[src/hw/rtl/phototypesetter_command_encoder_core_macros.svh]
// ----------------------------------------------------------------------------
// Assertion macros for the phototypesetter command encoder
// Concurrent checks that vanish when SYNTHESIS is defined.
// ----------------------------------------------------------------------------
`ifndef PHOTOTYPESETTER_COMMAND_ENCODER_CORE_MACROS_SVH
`define PHOTOTYPESETTER_COMMAND_ENCODER_CORE_MACROS_SVH

`ifndef SYNTHESIS

// Check that prop holds at every rising clock edge outside reset
`define PCE_ASSERT(lbl, clk, rst_n, prop) \
    lbl: assert property (@(posedge clk) disable iff (!rst_n) prop) \
        else $error("phototypesetter_command_encoder_core: assertion failed");

// Check that cond never holds outside reset
`define PCE_ASSERT_NEVER(lbl, clk, rst_n, cond) `PCE_ASSERT(lbl, clk, rst_n, !(cond))

`else

`define PCE_ASSERT(lbl, clk, rst_n, prop)
`define PCE_ASSERT_NEVER(lbl, clk, rst_n, cond)

`endif

`endif

[src/hw/rtl/pce_pkg.sv]
// ----------------------------------------------------------------------------
// pce_pkg
// Command codes, control byte codes, widths and the descriptor type shared by
// the execute stage and the result emitter.
// ----------------------------------------------------------------------------
package pce_pkg;

    // Field and state widths
    localparam int VAL_W  = 16;
    localparam int CMD_W  = 4;
    localparam int RES_W  = 11;
    localparam int HPOS_W = 14;
    localparam int VPOS_W = 15;
    localparam int MAG_W  = 15;

    // Resolution after reset and the page limits it gives
    localparam int RES_RST  = 432;
    localparam logic [HPOS_W-1:0] HMAX_RST = HPOS_W'(46 * (RES_RST / 6));
    localparam logic [VPOS_W-1:0] VMAX_RST = VPOS_W'(15 * RES_RST);

    // Reciprocal for division by 3 of values below 2**17
    localparam logic [15:0] RECIP3_M  = 16'd43691;
    localparam int          RECIP3_SH = 17;

    // Input commands
    localparam logic [CMD_W-1:0] CMD_H_ABS = 4'd0;
    localparam logic [CMD_W-1:0] CMD_H_REL = 4'd1;
    localparam logic [CMD_W-1:0] CMD_V_ABS = 4'd2;
    localparam logic [CMD_W-1:0] CMD_V_REL = 4'd3;
    localparam logic [CMD_W-1:0] CMD_FONT  = 4'd4;
    localparam logic [CMD_W-1:0] CMD_SIZE  = 4'd5;
    localparam logic [CMD_W-1:0] CMD_GLYPH = 4'd6;
    localparam logic [CMD_W-1:0] CMD_INIT  = 4'd7;
    localparam logic [CMD_W-1:0] CMD_STOP  = 4'd8;

    // Typesetter control bytes
    localparam logic [7:0] CODE_INIT      = 8'o100;
    localparam logic [7:0] CODE_RAIL_LO   = 8'o101;
    localparam logic [7:0] CODE_RAIL_HI   = 8'o102;
    localparam logic [7:0] CODE_MAG_HI    = 8'o103;
    localparam logic [7:0] CODE_MAG_LO    = 8'o104;
    localparam logic [7:0] CODE_CASE_LO   = 8'o105;
    localparam logic [7:0] CODE_CASE_HI   = 8'o106;
    localparam logic [7:0] CODE_H_FWD     = 8'o107;
    localparam logic [7:0] CODE_H_BACK    = 8'o110;
    localparam logic [7:0] CODE_STOP      = 8'o111;
    localparam logic [7:0] CODE_V_DOWN    = 8'o112;
    localparam logic [7:0] CODE_V_UP      = 8'o114;
    localparam logic [7:0] CODE_SIZE      = 8'o120;
    localparam logic [7:0] CODE_V_UNIT    = 8'o140;
    localparam logic [7:0] CODE_H_UNIT    = 8'o200;
    localparam logic [7:0] CODE_STOP_TAIL = 8'o101;
    localparam logic [7:0] STOP_TAIL_REP  = 8'd8;

    // Chunk lengths of horizontal and vertical motion
    localparam logic [7:0] H_CHUNK = 8'd127;
    localparam logic [7:0] V_CHUNK = 8'd31;

    // Rail, magnifier and case selections
    localparam logic [1:0] SEL_UNKNOWN = 2'd0;
    localparam logic [1:0] SEL_LOWER   = 2'd1;
    localparam logic [1:0] SEL_UPPER   = 2'd2;

    typedef enum logic [1:0] {
        MOT_NONE,
        MOT_H,
        MOT_V
    } pce_mot_t;

    // One command's results: up to two leading bytes, a motion, a trailing byte
    typedef struct packed {
        logic             b0_vld;
        logic [7:0]       b0_code;
        logic             b1_vld;
        logic [7:0]       b1_code;
        pce_mot_t         mot_kind;
        logic [MAG_W-1:0] mot_mag;
        logic             b2_vld;
        logic [7:0]       b2_code;
        logic             b2_rep8;
    } pce_desc_t;

    // Size control byte for a size index 1-16
    function automatic logic [7:0] size_code(input logic [4:0] idx);
        logic [7:0] low;
        unique case (idx)
            5'd1:    low = 8'o10;
            5'd2:    low = 8'o00;
            5'd3:    low = 8'o01;
            5'd4:    low = 8'o07;
            5'd5:    low = 8'o02;
            5'd6:    low = 8'o03;
            5'd7:    low = 8'o04;
            5'd8:    low = 8'o05;
            5'd9:    low = 8'o11;
            5'd10:   low = 8'o06;
            5'd11:   low = 8'o12;
            5'd12:   low = 8'o13;
            5'd13:   low = 8'o14;
            5'd14:   low = 8'o15;
            5'd15:   low = 8'o16;
            5'd16:   low = 8'o17;
            default: low = 8'o00;
        endcase
        return CODE_SIZE | low;
    endfunction

endpackage

[src/hw/rtl/phototypesetter_command_encoder_core.sv]
// ----------------------------------------------------------------------------
// phototypesetter_command_encoder_core
// Encodes position, font, size and glyph commands into typesetter bytes.
// ----------------------------------------------------------------------------
// Commands enter on the s_ stream (cmd in tuser, value in tdata) and pass an
// input register, an execute stage that updates the typesetter state and
// builds a result descriptor, and the emitter that sends one control byte
// with its repeat count per cycle on the m_ stream while m_tready is high,
// tlast on the final byte of a command. The emitter's single output register
// sets the rate: a command with k results (0 to 5) sends k words through it,
// so commands with at most one result stream at one per cycle while m_tready
// is high. Commands pass the input, descriptor and output registers. The user
// must write the resolution register (cfg_ channel, always ready) only while
// the block is idle (not enforced); it takes effect for the next accepted command.
`include "phototypesetter_command_encoder_core_macros.svh"

module phototypesetter_command_encoder_core
    import pce_pkg::*;
(
    input  logic             aclk,
    input  logic             aresetn,
    input  logic             cfg_valid,
    output logic             cfg_ready,
    input  logic [RES_W-1:0] cfg_data,   // resolution
    input  logic             s_tvalid,
    output logic             s_tready,
    input  logic [15:0]      s_tdata,    // [15:0] value
    input  logic [CMD_W-1:0] s_tuser,    // [3:0] cmd
    output logic             m_tvalid,
    input  logic             m_tready,
    output logic [15:0]      m_tdata,    // [7:0] code, [15:8] repeat_res
    output logic             m_tlast
);

    logic      desc_valid;
    logic      desc_ready;
    pce_desc_t desc;
    logic      m_rep_ok;

    assign cfg_ready = 1'b1;

    // Execute stage: state, page limits, descriptor
    pce_exec u_exec (
        .aclk       (aclk),
        .aresetn    (aresetn),
        .cfg_valid  (cfg_valid),
        .cfg_data   (cfg_data),
        .s_tvalid   (s_tvalid),
        .s_tready   (s_tready),
        .s_tuser    (s_tuser),
        .s_tdata    (s_tdata),
        .desc_valid (desc_valid),
        .desc_ready (desc_ready),
        .desc       (desc)
    );

    // Emitter: chunk split and output register
    pce_emit u_emit (
        .aclk       (aclk),
        .aresetn    (aresetn),
        .desc_valid (desc_valid),
        .desc_ready (desc_ready),
        .desc       (desc),
        .m_tvalid   (m_tvalid),
        .m_tready   (m_tready),
        .m_tdata    (m_tdata),
        .m_tlast    (m_tlast)
    );

    // Codes that may carry a repeat count above one
    assign m_rep_ok = (m_tdata[7:0] == CODE_H_UNIT) || (m_tdata[7:0] == CODE_V_UNIT) ||
                      (m_tdata[7:0] == CODE_STOP_TAIL);

    // A stalled descriptor stays put until the emitter drains it
    `PCE_ASSERT(a_desc_hold, aclk, aresetn, desc_valid && !desc_ready |=> desc_valid && $stable(desc))

    // Input back-pressure only comes from a stalled descriptor
    `PCE_ASSERT(a_ready_cause, aclk, aresetn, !s_tready |-> desc_valid && !desc_ready)

    // Every word is sent at least once
    `PCE_ASSERT_NEVER(a_rep_nonzero, aclk, aresetn, m_tvalid && m_tdata[15:8] == 8'd0)

    // Only motion chunks and the stop tail repeat
    `PCE_ASSERT(a_rep_codes, aclk, aresetn, m_tvalid && m_tdata[15:8] != 8'd1 |-> m_rep_ok)

endmodule

[src/hw/rtl/pce_exec.sv]
// ----------------------------------------------------------------------------
// pce_exec
// Input register, typesetter state, page limits and the execute logic that
// turns one command into a result descriptor.
// ----------------------------------------------------------------------------
module pce_exec
    import pce_pkg::*;
(
    input  logic             aclk,
    input  logic             aresetn,
    input  logic             cfg_valid,
    input  logic [RES_W-1:0] cfg_data,
    input  logic             s_tvalid,
    output logic             s_tready,
    input  logic [CMD_W-1:0] s_tuser,
    input  logic [VAL_W-1:0] s_tdata,
    output logic             desc_valid,
    input  logic             desc_ready,
    output pce_desc_t        desc
);

    logic             in_valid_reg;
    logic [CMD_W-1:0] in_cmd_reg;
    logic [VAL_W-1:0] in_value_reg;
    logic             in_adv;

    logic [HPOS_W-1:0] hmax_reg;
    logic [VPOS_W-1:0] vmax_reg;
    logic [20:0]       cfg_prod;
    logic [8:0]        cfg_div6;

    logic [VAL_W-1:0]  wanted_h_reg, wanted_h_next;
    logic [HPOS_W-1:0] sent_h_reg, sent_h_next;
    logic [VPOS_W-1:0] vert_pos_reg, vert_pos_next;
    logic              h_backward_reg, h_backward_next;
    logic              v_upward_reg, v_upward_next;
    logic [1:0]        rail_sel_reg, rail_sel_next;
    logic [1:0]        mag_sel_reg, mag_sel_next;
    logic [1:0]        case_sel_reg, case_sel_next;
    logic [4:0]        size_sel_reg, size_sel_next;

    logic              desc_valid_reg;
    pce_desc_t         desc_reg, desc_next;
    logic              desc_any;

    logic [16:0]       hrel_sum;
    logic [VAL_W-1:0]  hrel_sat;
    logic [17:0]       v_sum;
    logic [VPOS_W-1:0] v_tgt;
    logic [15:0]       v_dist;
    logic              v_up;
    logic [MAG_W-1:0]  v_mag;
    logic [15:0]       v_inc;
    logic [31:0]       v_prod;
    logic [VPOS_W-1:0] v_third;
    logic [VPOS_W-1:0] v_round;
    logic [HPOS_W-1:0] h_tgt;
    logic [14:0]       h_dist;
    logic              h_back;
    logic [HPOS_W-1:0] h_mag;
    logic [1:0]        font_rail;
    logic [1:0]        font_mag;
    logic [1:0]        glyph_case;
    logic [7:0]        glyph_code;

    // Advance the input register into the descriptor stage when it is free
    assign in_adv     = in_valid_reg && (!desc_valid_reg || desc_ready);
    assign s_tready   = !in_valid_reg || in_adv;
    assign desc_valid = desc_valid_reg;
    assign desc       = desc_reg;

    always_ff @(posedge aclk) begin
        if (!aresetn) begin
            in_valid_reg <= 1'b0;
        end else if (s_tready) begin
            in_valid_reg <= s_tvalid;
        end
    end

    always_ff @(posedge aclk) begin
        if (s_tvalid && s_tready) begin
            in_cmd_reg   <= s_tuser;
            in_value_reg <= s_tdata;
        end
    end

    // Page limits from the resolution: width 46*(res/6), length 15*res
    assign cfg_prod = 21'(cfg_data) * 21'd683;
    assign cfg_div6 = cfg_prod[20:12];

    always_ff @(posedge aclk) begin
        if (!aresetn) begin
            hmax_reg <= HMAX_RST;
            vmax_reg <= VMAX_RST;
        end else if (cfg_valid) begin
            hmax_reg <= HPOS_W'(cfg_div6) * HPOS_W'(46);
            vmax_reg <= VPOS_W'(cfg_data) * VPOS_W'(15);
        end
    end

    // Saturate the relative horizontal sum to 16 bits signed
    assign hrel_sum = {wanted_h_reg[15], wanted_h_reg} + {in_value_reg[15], in_value_reg};
    always_comb begin
        if (hrel_sum[16] != hrel_sum[15]) begin
            hrel_sat = hrel_sum[16] ? 16'h8000 : 16'h7fff;
        end else begin
            hrel_sat = hrel_sum[15:0];
        end
    end

    // Clamp the vertical target into 0..VMAX and round the new position
    assign v_sum = (in_cmd_reg == CMD_V_ABS) ? {{2{in_value_reg[15]}}, in_value_reg}
                 : ({3'b000, vert_pos_reg} + {{2{in_value_reg[15]}}, in_value_reg});
    always_comb begin
        if (v_sum[17]) begin
            v_tgt = '0;
        end else if (v_sum[16:0] > {2'b00, vmax_reg}) begin
            v_tgt = vmax_reg;
        end else begin
            v_tgt = v_sum[14:0];
        end
    end
    assign v_dist  = {1'b0, v_tgt} - {1'b0, vert_pos_reg};
    assign v_up    = v_dist[15];
    assign v_mag   = MAG_W'(v_up ? (16'd0 - v_dist) : v_dist);
    assign v_inc   = {1'b0, v_tgt} + 16'd1;
    assign v_prod  = 32'(v_inc) * 32'(RECIP3_M);
    assign v_third = v_prod[RECIP3_SH +: VPOS_W];
    assign v_round = v_third * VPOS_W'(3);

    // Clamp the wanted horizontal position into 0..HMAX for a flush
    always_comb begin
        if (wanted_h_reg[15]) begin
            h_tgt = '0;
        end else if (wanted_h_reg[14:0] > {1'b0, hmax_reg}) begin
            h_tgt = hmax_reg;
        end else begin
            h_tgt = wanted_h_reg[13:0];
        end
    end
    assign h_dist = {1'b0, h_tgt} - {1'b0, sent_h_reg};
    assign h_back = h_dist[14];
    assign h_mag  = HPOS_W'(h_back ? (15'd0 - h_dist) : h_dist);

    // Font and glyph selections
    assign font_rail  = in_value_reg[0] ? SEL_LOWER : SEL_UPPER;
    assign font_mag   = (in_value_reg >= 16'd3) ? SEL_UPPER : SEL_LOWER;
    assign glyph_case = (in_value_reg >= 16'd64) ? SEL_UPPER : SEL_LOWER;
    assign glyph_code = (glyph_case == SEL_UPPER) ? (in_value_reg[7:0] - 8'd64)
                      : in_value_reg[7:0];

    // Decode the command into next state and a descriptor
    always_comb begin
        wanted_h_next   = wanted_h_reg;
        sent_h_next     = sent_h_reg;
        vert_pos_next   = vert_pos_reg;
        h_backward_next = h_backward_reg;
        v_upward_next   = v_upward_reg;
        rail_sel_next   = rail_sel_reg;
        mag_sel_next    = mag_sel_reg;
        case_sel_next   = case_sel_reg;
        size_sel_next   = size_sel_reg;
        desc_next       = '0;
        unique case (in_cmd_reg)
            CMD_H_ABS: begin
                wanted_h_next = in_value_reg;
            end
            CMD_H_REL: begin
                wanted_h_next = hrel_sat;
            end
            CMD_V_ABS, CMD_V_REL: begin
                vert_pos_next      = v_round;
                v_upward_next      = v_up;
                desc_next.b0_vld   = (v_up != v_upward_reg);
                desc_next.b0_code  = v_up ? CODE_V_UP : CODE_V_DOWN;
                desc_next.mot_kind = MOT_V;
                desc_next.mot_mag  = v_mag;
            end
            CMD_FONT: begin
                if (in_value_reg != 16'd0 && in_value_reg <= 16'd4) begin
                    rail_sel_next     = font_rail;
                    mag_sel_next      = font_mag;
                    desc_next.b0_vld  = (rail_sel_reg != font_rail);
                    desc_next.b0_code = (font_rail == SEL_UPPER) ? CODE_RAIL_HI
                                      : CODE_RAIL_LO;
                    desc_next.b1_vld  = (mag_sel_reg != font_mag);
                    desc_next.b1_code = (font_mag == SEL_UPPER) ? CODE_MAG_HI
                                      : CODE_MAG_LO;
                end
            end
            CMD_SIZE: begin
                if (in_value_reg != 16'd0 && in_value_reg <= 16'd16 &&
                    in_value_reg[4:0] != size_sel_reg) begin
                    size_sel_next     = in_value_reg[4:0];
                    desc_next.b0_vld  = 1'b1;
                    desc_next.b0_code = size_code(in_value_reg[4:0]);
                end
            end
            CMD_GLYPH: begin
                if (in_value_reg != 16'd0 && in_value_reg <= 16'd255) begin
                    case_sel_next      = glyph_case;
                    sent_h_next        = h_tgt;
                    h_backward_next    = h_back;
                    desc_next.b0_vld   = (case_sel_reg != glyph_case);
                    desc_next.b0_code  = (glyph_case == SEL_UPPER) ? CODE_CASE_HI
                                       : CODE_CASE_LO;
                    desc_next.b1_vld   = (h_back != h_backward_reg);
                    desc_next.b1_code  = h_back ? CODE_H_BACK : CODE_H_FWD;
                    desc_next.mot_kind = MOT_H;
                    desc_next.mot_mag  = {1'b0, h_mag};
                    desc_next.b2_vld   = 1'b1;
                    desc_next.b2_code  = glyph_code;
                end
            end
            CMD_INIT: begin
                wanted_h_next     = '0;
                sent_h_next       = '0;
                vert_pos_next     = '0;
                h_backward_next   = 1'b0;
                v_upward_next     = 1'b0;
                rail_sel_next     = SEL_LOWER;
                mag_sel_next      = SEL_LOWER;
                case_sel_next     = SEL_LOWER;
                desc_next.b0_vld  = 1'b1;
                desc_next.b0_code = CODE_INIT;
            end
            CMD_STOP: begin
                desc_next.b0_vld  = 1'b1;
                desc_next.b0_code = CODE_INIT;
                desc_next.b1_vld  = 1'b1;
                desc_next.b1_code = CODE_STOP;
                desc_next.b2_vld  = 1'b1;
                desc_next.b2_code = CODE_STOP_TAIL;
                desc_next.b2_rep8 = 1'b1;
            end
            default: begin
            end
        endcase
    end

    assign desc_any = desc_next.b0_vld || desc_next.b1_vld || desc_next.b2_vld ||
                      (desc_next.mot_kind != MOT_NONE);

    // Commit state on advance
    always_ff @(posedge aclk) begin
        if (!aresetn) begin
            wanted_h_reg   <= '0;
            sent_h_reg     <= '0;
            vert_pos_reg   <= '0;
            h_backward_reg <= 1'b0;
            v_upward_reg   <= 1'b0;
            rail_sel_reg   <= SEL_UNKNOWN;
            mag_sel_reg    <= SEL_UNKNOWN;
            case_sel_reg   <= SEL_UNKNOWN;
            size_sel_reg   <= '0;
        end else if (in_adv) begin
            wanted_h_reg   <= wanted_h_next;
            sent_h_reg     <= sent_h_next;
            vert_pos_reg   <= vert_pos_next;
            h_backward_reg <= h_backward_next;
            v_upward_reg   <= v_upward_next;
            rail_sel_reg   <= rail_sel_next;
            mag_sel_reg    <= mag_sel_next;
            case_sel_reg   <= case_sel_next;
            size_sel_reg   <= size_sel_next;
        end
    end

    // Hold the descriptor until the emitter drains it; drop empty ones
    always_ff @(posedge aclk) begin
        if (!aresetn) begin
            desc_valid_reg <= 1'b0;
        end else if (in_adv) begin
            desc_valid_reg <= desc_any;
        end else if (desc_ready) begin
            desc_valid_reg <= 1'b0;
        end
    end

    always_ff @(posedge aclk) begin
        if (in_adv) begin
            desc_reg <= desc_next;
        end
    end

endmodule

[src/hw/rtl/pce_emit.sv]
// ----------------------------------------------------------------------------
// pce_emit
// Splits the motion of a descriptor into chunks and sends the descriptor's
// results one word per cycle through the output register while m_tready is high.
// ----------------------------------------------------------------------------
module pce_emit
    import pce_pkg::*;
(
    input  logic        aclk,
    input  logic        aresetn,
    input  logic        desc_valid,
    output logic        desc_ready,
    input  pce_desc_t   desc,
    output logic        m_tvalid,
    input  logic        m_tready,
    output logic [15:0] m_tdata,
    output logic        m_tlast
);

    localparam int SLOT_B0    = 0;
    localparam int SLOT_B1    = 1;
    localparam int SLOT_FULL0 = 2;
    localparam int SLOT_FULL1 = 3;
    localparam int SLOT_PART  = 4;
    localparam int SLOT_B2    = 5;
    localparam int NSLOT      = 6;

    logic [NSLOT-1:0] done_reg, done_next;
    logic             m_valid_reg;
    logic [7:0]       code_reg, code_next;
    logic [7:0]       rep_reg, rep_next;
    logic             last_reg;

    logic [28:0] h_prod;
    logic [7:0]  h_q;
    logic [6:0]  h_r;
    logic [15:0] v_x;
    logic [31:0] v_prod_u;
    logic [31:0] v_prod_q;
    logic [14:0] v_units;
    logic [8:0]  v_q;
    logic [4:0]  v_r;

    logic [8:0]  q_sel;
    logic [6:0]  r_sel;
    logic [7:0]  unit_base;
    logic [7:0]  chunk;
    logic [7:0]  full0_cnt;
    logic [7:0]  full1_cnt;
    logic [7:0]  part_code;

    logic [NSLOT-1:0] present;
    logic [NSLOT-1:0] rem;
    logic [NSLOT-1:0] sel;
    logic             sel_last;
    logic             out_free;
    logic             load;

    // Horizontal split: q = mag/127 by reciprocal, r = mag - 127*q
    assign h_prod = 29'(desc.mot_mag[HPOS_W-1:0]) * 29'd16514;
    assign h_q    = h_prod[28:21];
    assign h_r    = 7'(desc.mot_mag[HPOS_W-1:0] - 14'(h_q) * 14'd127);

    // Vertical split: units = (mag+1)/3, q = (mag+1)/93, r = units - 31*q
    assign v_x      = {1'b0, desc.mot_mag} + 16'd1;
    assign v_prod_u = 32'(v_x) * 32'(RECIP3_M);
    assign v_prod_q = 32'(v_x) * 32'd45101;
    assign v_units  = v_prod_u[RECIP3_SH +: 15];
    assign v_q      = v_prod_q[30:22];
    assign v_r      = 5'(v_units - 15'(v_q) * 15'd31);

    always_comb begin
        unique case (desc.mot_kind)
            MOT_H: begin
                q_sel     = {1'b0, h_q};
                r_sel     = h_r;
                unit_base = CODE_H_UNIT;
                chunk     = H_CHUNK;
            end
            MOT_V: begin
                q_sel     = v_q;
                r_sel     = {2'b00, v_r};
                unit_base = CODE_V_UNIT;
                chunk     = V_CHUNK;
            end
            default: begin
                q_sel     = '0;
                r_sel     = '0;
                unit_base = CODE_H_UNIT;
                chunk     = H_CHUNK;
            end
        endcase
    end

    // More than 255 full chunks go out as two words
    assign full0_cnt = (q_sel > 9'd255) ? 8'd255 : q_sel[7:0];
    assign full1_cnt = 8'(q_sel - 9'd255);
    assign part_code = unit_base | (chunk - {1'b0, r_sel});

    // Pick the lowest pending slot
    always_comb begin
        present             = '0;
        present[SLOT_B0]    = desc.b0_vld;
        present[SLOT_B1]    = desc.b1_vld;
        present[SLOT_FULL0] = (q_sel != 9'd0);
        present[SLOT_FULL1] = (q_sel > 9'd255);
        present[SLOT_PART]  = (r_sel != 7'd0);
        present[SLOT_B2]    = desc.b2_vld;
    end
    assign rem      = present & ~done_reg;
    assign sel      = rem & (~rem + NSLOT'(1));
    assign sel_last = ((rem & ~sel) == '0);

    always_comb begin
        priority if (sel[SLOT_B0]) begin
            code_next = desc.b0_code;
            rep_next  = 8'd1;
        end else if (sel[SLOT_B1]) begin
            code_next = desc.b1_code;
            rep_next  = 8'd1;
        end else if (sel[SLOT_FULL0]) begin
            code_next = unit_base;
            rep_next  = full0_cnt;
        end else if (sel[SLOT_FULL1]) begin
            code_next = unit_base;
            rep_next  = full1_cnt;
        end else if (sel[SLOT_PART]) begin
            code_next = part_code;
            rep_next  = 8'd1;
        end else begin
            code_next = desc.b2_code;
            rep_next  = desc.b2_rep8 ? STOP_TAIL_REP : 8'd1;
        end
    end

    // Release the descriptor after its last word or when it has none
    assign out_free   = !m_valid_reg || m_tready;
    assign load       = desc_valid && (rem != '0) && out_free;
    assign desc_ready = desc_valid && ((rem == '0) || (out_free && sel_last));

    always_comb begin
        if (desc_ready) begin
            done_next = '0;
        end else if (load) begin
            done_next = done_reg | sel;
        end else begin
            done_next = done_reg;
        end
    end

    always_ff @(posedge aclk) begin
        if (!aresetn) begin
            done_reg    <= '0;
            m_valid_reg <= 1'b0;
        end else begin
            done_reg <= done_next;
            if (load) begin
                m_valid_reg <= 1'b1;
            end else if (m_tready) begin
                m_valid_reg <= 1'b0;
            end
        end
    end

    always_ff @(posedge aclk) begin
        if (load) begin
            code_reg <= code_next;
            rep_reg  <= rep_next;
            last_reg <= sel_last;
        end
    end

    assign m_tvalid = m_valid_reg;
    assign m_tdata  = {rep_reg, code_reg};
    assign m_tlast  = last_reg;

endmodule

[config.mk]
export PLATFORM = sky130hd
export DESIGN_NAME = phototypesetter_command_encoder_core
export DESIGN_NICKNAME = d
export VERILOG_FILES = /design/src/hw/rtl/pce_pkg.sv /design/src/hw/rtl/phototypesetter_command_encoder_core.sv /design/src/hw/rtl/pce_exec.sv /design/src/hw/rtl/pce_emit.sv
export VERILOG_INCLUDE_DIRS = /design/src /design/src/hw/rtl
export SDC_FILE = /design/constraint.sdc
export NUM_CORES = 2
export LEC_CHECK = 0
export BUFFER_PORTS_ARGS = -buffer_cell sky130_fd_sc_hd__clkbuf_2
export CORE_MARGIN = 5
export CORE_UTILIZATION = 60
export DETAILED_ROUTE_END_ITERATION = 12
export PLACE_DENSITY = 0.8
export SLEW_MARGIN = 30
export SYNTH_ARGS = -nofsm -noshare
export SYNTH_HDL_FRONTEND = slang
export SYNTH_HIERARCHICAL = 1
export SYNTH_SLANG_ARGS = --single-unit
[constraint.sdc]
create_clock -name aclk -period 11 [get_ports aclk]
set_input_delay 0.55 -clock aclk [delete_from_list [all_inputs] [get_ports aclk]]
set_output_delay 0.55 -clock aclk [all_outputs]
set_load 0.02 [all_outputs]
== Word level (Yosys, flattened, before mapping) ==
Memory sizes are Yosys's and may differ from the RTL's. A register that Yosys moved wholly into a read port is not among the register bits.
Index checks and enable logic that the tools add are counted.

* Flip-flop bits (word level): 177
* Latch bits: 0
* Bits in writable memories: 0
* Memory bits (read-only): 128
* Bits of input ports: 36
* Output and inout bits: 20
* Logic and storage cells: 194
* Memories: 1

{| class="wikitable"
|+ Memories
! name !! depth !! bits a word !! rd ports !! clocked after Yosys merged registers in !! wr ports !! RTL line !! source
|-
| (name not given) || 32 || 4 || 1 || 1 || 0 || pce_pkg.sv:86 || <nowiki>unique case (idx)</nowiki>
|}

* Add/sub/neg operators: 14
* Multipliers: 10
* Div/mod/pow operators: 0
* $lt $le $gt $ge: 8
* Eq/ne operators: 22
* Shift operators: 0
* Muxes and demuxes: 58
* Bitwise logic cells: 9
* Reductions and logical operators: 43

{| class="wikitable"
|+ Operators with widths
! cell !! count
|-
| 2-to-1 mux 8 bit || 11
|-
| 2-to-1 mux 14 bit || 4
|-
| case mux 16 bit (3 select lines) || 1
|-
| 2-to-1 mux 15 bit || 3
|-
| case mux 9 bit (5 select lines) || 1
|-
| 2-to-1 mux 44 bit || 1
|-
| 2-to-1 mux 18 bit || 2
|-
| case mux 9 bit (2 select lines) || 2
|-
| adder 16 x 16 -> 17 bit || 2
|-
| case mux 17 bit (2 select lines) || 1
|-
| adder 15 x 1 -> 16 bit, second input constant || 2
|-
| multiplier 16 x 16 -> 32 bit, second input constant || 1
|-
| 2-to-1 mux 16 bit || 2
|-
| multiplier 16 x 16 -> 31 bit, second input constant || 1
|-
| case mux 15 bit (2 select lines) || 1
|-
| multiplier 14 x 14 -> 28 bit, second input constant || 1
|-
| case mux 14 bit (2 select lines) || 1
|-
| case mux 9 bit (3 select lines) || 1
|-
| multiplier 16 x 16 -> 22 bit, second input constant || 1
|-
| multiplier 11 x 10 -> 21 bit, second input constant || 1
|-
| AND 6 bit || 3
|-
| NOT 6 bit || 3
|-
| greater-than comparator 17 x 15 -> 1 bit || 1
|-
| equality test 4 x 3 -> 1 bit, second input constant || 4
|-
| other kinds (58) || 113
|}

== Longest topological paths before layout ==
* Depth after elaboration: 21
* Depth in mapped cells: 60
* Mapped depth without buffers: 58

== Modules after synthesis ==
The synthesis kept the hierarchy.

{| class="wikitable"
|+ By module, submodules not included
! module !! times used !! cells an instance !! area an instance (µm²) !! sequential area each (µm²)
|-
| pce_exec || 1 || 2,246 || 19,962.9 || 3,643.5
|-
| pce_emit || 1 || 1,311 || 11,880.1 || 650.6
|-
| phototypesetter_command_encoder_core || 1 || 2 || 11.3 || 0.0
|}

== Least setup slack after synthesis ==
OpenSTA, ideal clock, no wires.

* Path kind: flip-flop to flip-flop
* Start point: reg u_exec.in_value_reg[1]
* End point: reg u_exec.vert_pos_reg[14]
* Library setup time: 74 ps
* Arrival: 11,835 ps
* Required time: 10,926 ps
* Setup slack: -909 ps
* Stages on the path, launching flop included: 53
* Path buffers: 3
* Clock period less this slack: 11,909 ps
* Path through: edfxtp_1 clkbuf_1 inv_1 fa_1 nor2b_1 o31ai_1 a21oi_1 a221oi_1 o21ai_0 xnor2_1 nor2_1 a21oi_1 inv_1 ha_1 o21ai_0 a21oi_1 a2111o_1 and2_4 [... 17 more ...] fa_1 inv_1 ha_1 ha_1 a21o_1 a221o_1 o31ai_1 a211oi_1 a2111oi_0 nor3_1 o31a_1 nor2_1 xnor2_1 ha_1 and3_1 a211oi_1 xnor3_1 o21ai_0

* Longest elaborated chain between the ends: 9

{| class="wikitable"
|+ RTL lines
! item !! RTL line !! source
|-
| from (decl) || pce_exec.sv:24 || <nowiki>logic [VAL_W-1:0] in_value_reg;</nowiki>
|-
| from (signal assigned) || pce_exec.sv:83 || <nowiki>in_value_reg <= s_tdata;</nowiki>
|-
| adder 16 x 16 -> 17 bit || pce_exec.sv:113 || <nowiki>: ({3'b000, vert_pos_reg} + {{2{in_value_reg[15]}}, in_value_reg});</nowiki>
|-
| 2-to-1 mux 18 bit * || pce_exec.sv:112 || <nowiki>assign v_sum = (in_cmd_reg == CMD_V_ABS) ? {{2{in_value_reg[15]}}, in_value_reg}</nowiki>
|-
| greater-than comparator 17 x 15 -> 1 bit || pce_exec.sv:117 || <nowiki>end else if (v_sum[16:0] > {2'b00, vmax_reg}) begin</nowiki>
|-
| 2-to-1 mux 15 bit || pce_exec.sv:117 ||
|-
| 2-to-1 mux 15 bit * || pce_exec.sv:115 || <nowiki>if (v_sum[17]) begin</nowiki>
|-
| adder 15 x 1 -> 16 bit * || pce_exec.sv:126 || <nowiki>assign v_inc = {1'b0, v_tgt} + 16'd1;</nowiki>
|-
| multiplier 16 x 16 -> 32 bit * || pce_exec.sv:127 || <nowiki>assign v_prod = 32'(v_inc) * 32'(RECIP3_M);</nowiki>
|-
| multiplier 15 x 2 -> 15 bit * || pce_exec.sv:129 || <nowiki>assign v_round = v_third * VPOS_W'(3);</nowiki>
|-
| case mux 15 bit (2 select lines) * || pce_exec.sv:164 || <nowiki>unique case (in_cmd_reg)</nowiki>
|-
| to (signal assigned) || pce_exec.sv:259 || <nowiki>vert_pos_reg <= vert_pos_next;</nowiki>
|-
| to (decl) || pce_exec.sv:34 || <nowiki>logic [VPOS_W-1:0] vert_pos_reg, vert_pos_next;</nowiki>
|}

Every way passes the cells marked *; elsewhere a longest branch is shown, timed or not.
A chain may end at the register's enable or synchronous reset.

== Worst setup path in the final report ==
* Start point: reg u_exec.in_value_reg[0]
* End point: reg u_exec.vert_pos_reg[14]

Same word-level chain as after synthesis.

==> results.tsv <==
stage	metric	value	unit
die	io_pins	56	
drt	viasPerCell	5.98	
worst_setup_path	crit_arrival	11.59	ns
worst_setup_path	cp_max_fo	8	
yosys	synth_commonest_cells	ha_1, inv_1, fa_1	
yosys	syn_area_per_cell	8.95	µm²
clock_network	cts_tree	built	
cells_and_area	fin_cells	4439	
hold_path	hp-class	in2reg	
worst_setup_path	r2r-start	u_exec/in_value_reg[0]	
drt	drc	0	
worst_setup_path	slowest_stage	fa_1	
hold_path	holdPathStages	1	
drt	vias	26500	
yosys	synth_edf_count	77	
global_route	grt.overflow.total	0	
drt	final_antenna_net_count	0	
place	dp_slack	-0.290	ns
worst_setup_path	reg2reg_slack	-0.19	ns
cells_and_area	fillCellCount	3992	
clock_network	h-tree-depth	4	
yosys	synthesis.area	31900	µm²
drt	wl_per_cell	18.5	µm
place	routabilityCongestion	0.964	
sta	rsz0062_at_grt	yes	
die	start_util	60.6	%
worst_setup_path	cp.required	11.40	ns
worst_setup_path	setup.worst_path.class	reg2reg	
clock_network	cts_hold_buf	0	
global_route	grt.total_usage	27.5	%
worst_setup_path	critPathLaunchType	flip-flop	
sta	finClkSkew	0.0200	ns
drt	totalWireLength	82300	µm
drt	drt-initial-drc-count	2038	
yosys	yosysTopAreaCellShare	25.3	%
yosys	yosysWarnings	6	
clock_network	cts-buffers-inserted	17	
clock_network	insertion_delay	0.47	ns
cells_and_area	fin_nets	4671	
place	hpwlAfterDp	66100	µm
sta	tightest_slew	0.948	ns
yosys	synth_area_leaders	ha_1, fa_1, inv_1, edfxtp_1, dfxtp_1	
status	outcome	complete, but fails checks	
yosys	ys_ff_latch	176	
flow_run	drv_cap	0	
sta	fin_ws	-0.192	ns
cells_and_area	syn_to_final_growth	12.3	%
cells_and_area	antennaDiodeCount	0	
cells_and_area	drive_above_1_share	14.3	%
sta	finalCritPeriodShare	102	%
clock_network	cts.sinks	176	
yosys	synth_most_common_cell	ha_1	
yosys	netlist_instances	3559	
global_route	grt_pass1_vias	26400	
die	die_x	240	µm
clock_network	cts_buffer_depth	2	
status	violations	negative setup slack	
worst_setup_path	r2r_end	u_exec/vert_pos_reg[14]	
place	dp.cells	4381	
sta	fmax	89.4	MHz
sta	period_needed	11.19	ns
sta	maxSlewHeadroom	36.3	%
worst_setup_path	end_kind	flip-flop	
sta	setup_violations	3	
yosys	ys_types	124	
die	die_area	57800	µm²
sta	timing.hold.ws	0.261	ns
worst_setup_path	rr_worst_depth	53	
die	die_y	240	µm
place	port_buffers	54	
yosys	synthArstFlopShare	0	%
global_route	grt_pass1_wl	130000	µm
yosys	synth_ff_type	dfxtp_1	
yosys	yosysSeqAreaShare	13.5	%
yosys	yosysTopAreaCell	ha_1	
worst_setup_path	critPathMaxStageDelay	0.54	ns
drt	dr.pass1.iters	8	
clock_network	ctsRootBufferMaster	clkbuf_16	
cells_and_area	largest_register_ffs	40	
global_route	grt_max_degree	85	
hold_path	hp-start	s_tdata[11]	
hold_path	min_delay_worst_endpoint	u_exec/in_value_reg[11]	
clock_network	path_clk_slew	0.08	ns
die	fp.coreArea	52600	µm²
cells_and_area	fin_util	68.1	%
global_route	antenna_found_initial	2	
die	rows	84	
sta	slew_violations	0	
sta	final_hold_viol_count	0	
## timing repair
item | CTS | global route
buffers inserted | 4 | 23
gates resized for setup | 31 | 153
gates cloned | 0 | 0
pin swaps | 31 | 85
setup endpoints to repair | 7 | 123
## worst max path at each step
stage,from,endpoint,slack [ns],cells after the start
5_1_grt,u_exec/in_value_reg[2],u_exec/vert_pos_reg[14],-0.54,51
6_report,u_exec/in_value_reg[0],u_exec/vert_pos_reg[14],-0.19,53
4_1_cts,u_exec/desc[11],flip-flop,0.002,47
2_1_floorplan,u_exec/in_value_reg[0],u_exec/vert_pos_reg[14],-0.01,55
3_5_place_dp,u_exec/in_value_reg[0],u_exec/vert_pos_reg[13],-0.29,53
3_3_place_gp,u_exec/in_value_reg[0],u_exec/vert_pos_reg[14],0.01,49
## cells in the final DEF, fill, tap and decap left out, drive strengths merged, types with 15 or more instances in the layout
master	n
buf	190
a22oi	39
a31o	15
o211ai	48
a21oi	204
o21ai	136
edfxtp	77
a211oi	26
nor2b	53
nand3b	15
dfxtp	99
nand2	184
and3	17
ha	643
o22ai	25
nor2	132
o31ai	17
xor2	66
inv	651
a31oi	19
and2	30
nand3	86
o21a	28
o21bai	24
or3	24
fa	254
nor3	49
nand4	35
a21o	52
clkbuf	71
xnor2	173
nand2b	24
mux2i	36
## per-layer routing
layer  vias up  wire, µm  GRT usage (%)
met5         -        27              0
met4         4      4070           11.4
met3       257      4250           3.09
met2       937     41000           49.1
met1     12700     33000           34.0
li1      12600         -              -
## cell families after synthesis
group                      after synthesis  share of synthesized area, %
DFF                                    176                          13.5
AOI/OAI and AO/OA                      746                          16.0
buffers and inverters                  733                          8.82
xor gates and xnor gates               245                          7.36
and+or+nand+nor                        718                          11.8
other                                    2                        0.0236
adders and majority gates              898                          41.3
muxes                                   41                          1.31
## stage by stage
| stage | setup TNS [ns] | instance area [µm²] |
|---|---|---|
| after floorplan | -0.00968 | 32100 |
| after global placement | 0 | 34000 |
| after detailed placement | -0.917 | 34000 |
| after CTS | 0 | 34800 |
| after global routing | -2.87 | 35800 |
| final | -0.345 | 35800 |
## area by class of cell
type,count,area [µm²],share of cell area [%]
inverter,646,2430,6.79
clock buffer,18,429,1.20
multi-input combinational,2654,25900,72.4
clock inverter,14,168,0.469
sequential,176,4290,12.0
tap,688,861,2.41
timing repair buffer,243,1700,4.74
## critical path: cells and delay by family, from the launching register on
family	cells	cell delay, ns
AO/OA/AOI/OAI	14	2.72
adder cells (fa/ha/maj)	11	3.85
AND/OR/NAND/NOR	16	2.61
XOR/XNOR	3	0.68
buffers and inverters	9	0.84
flip-flops	1	0.39
Power is not shown: default switching activity piles up to over one toggle a cycle in this logic, so the estimate is an artifact.
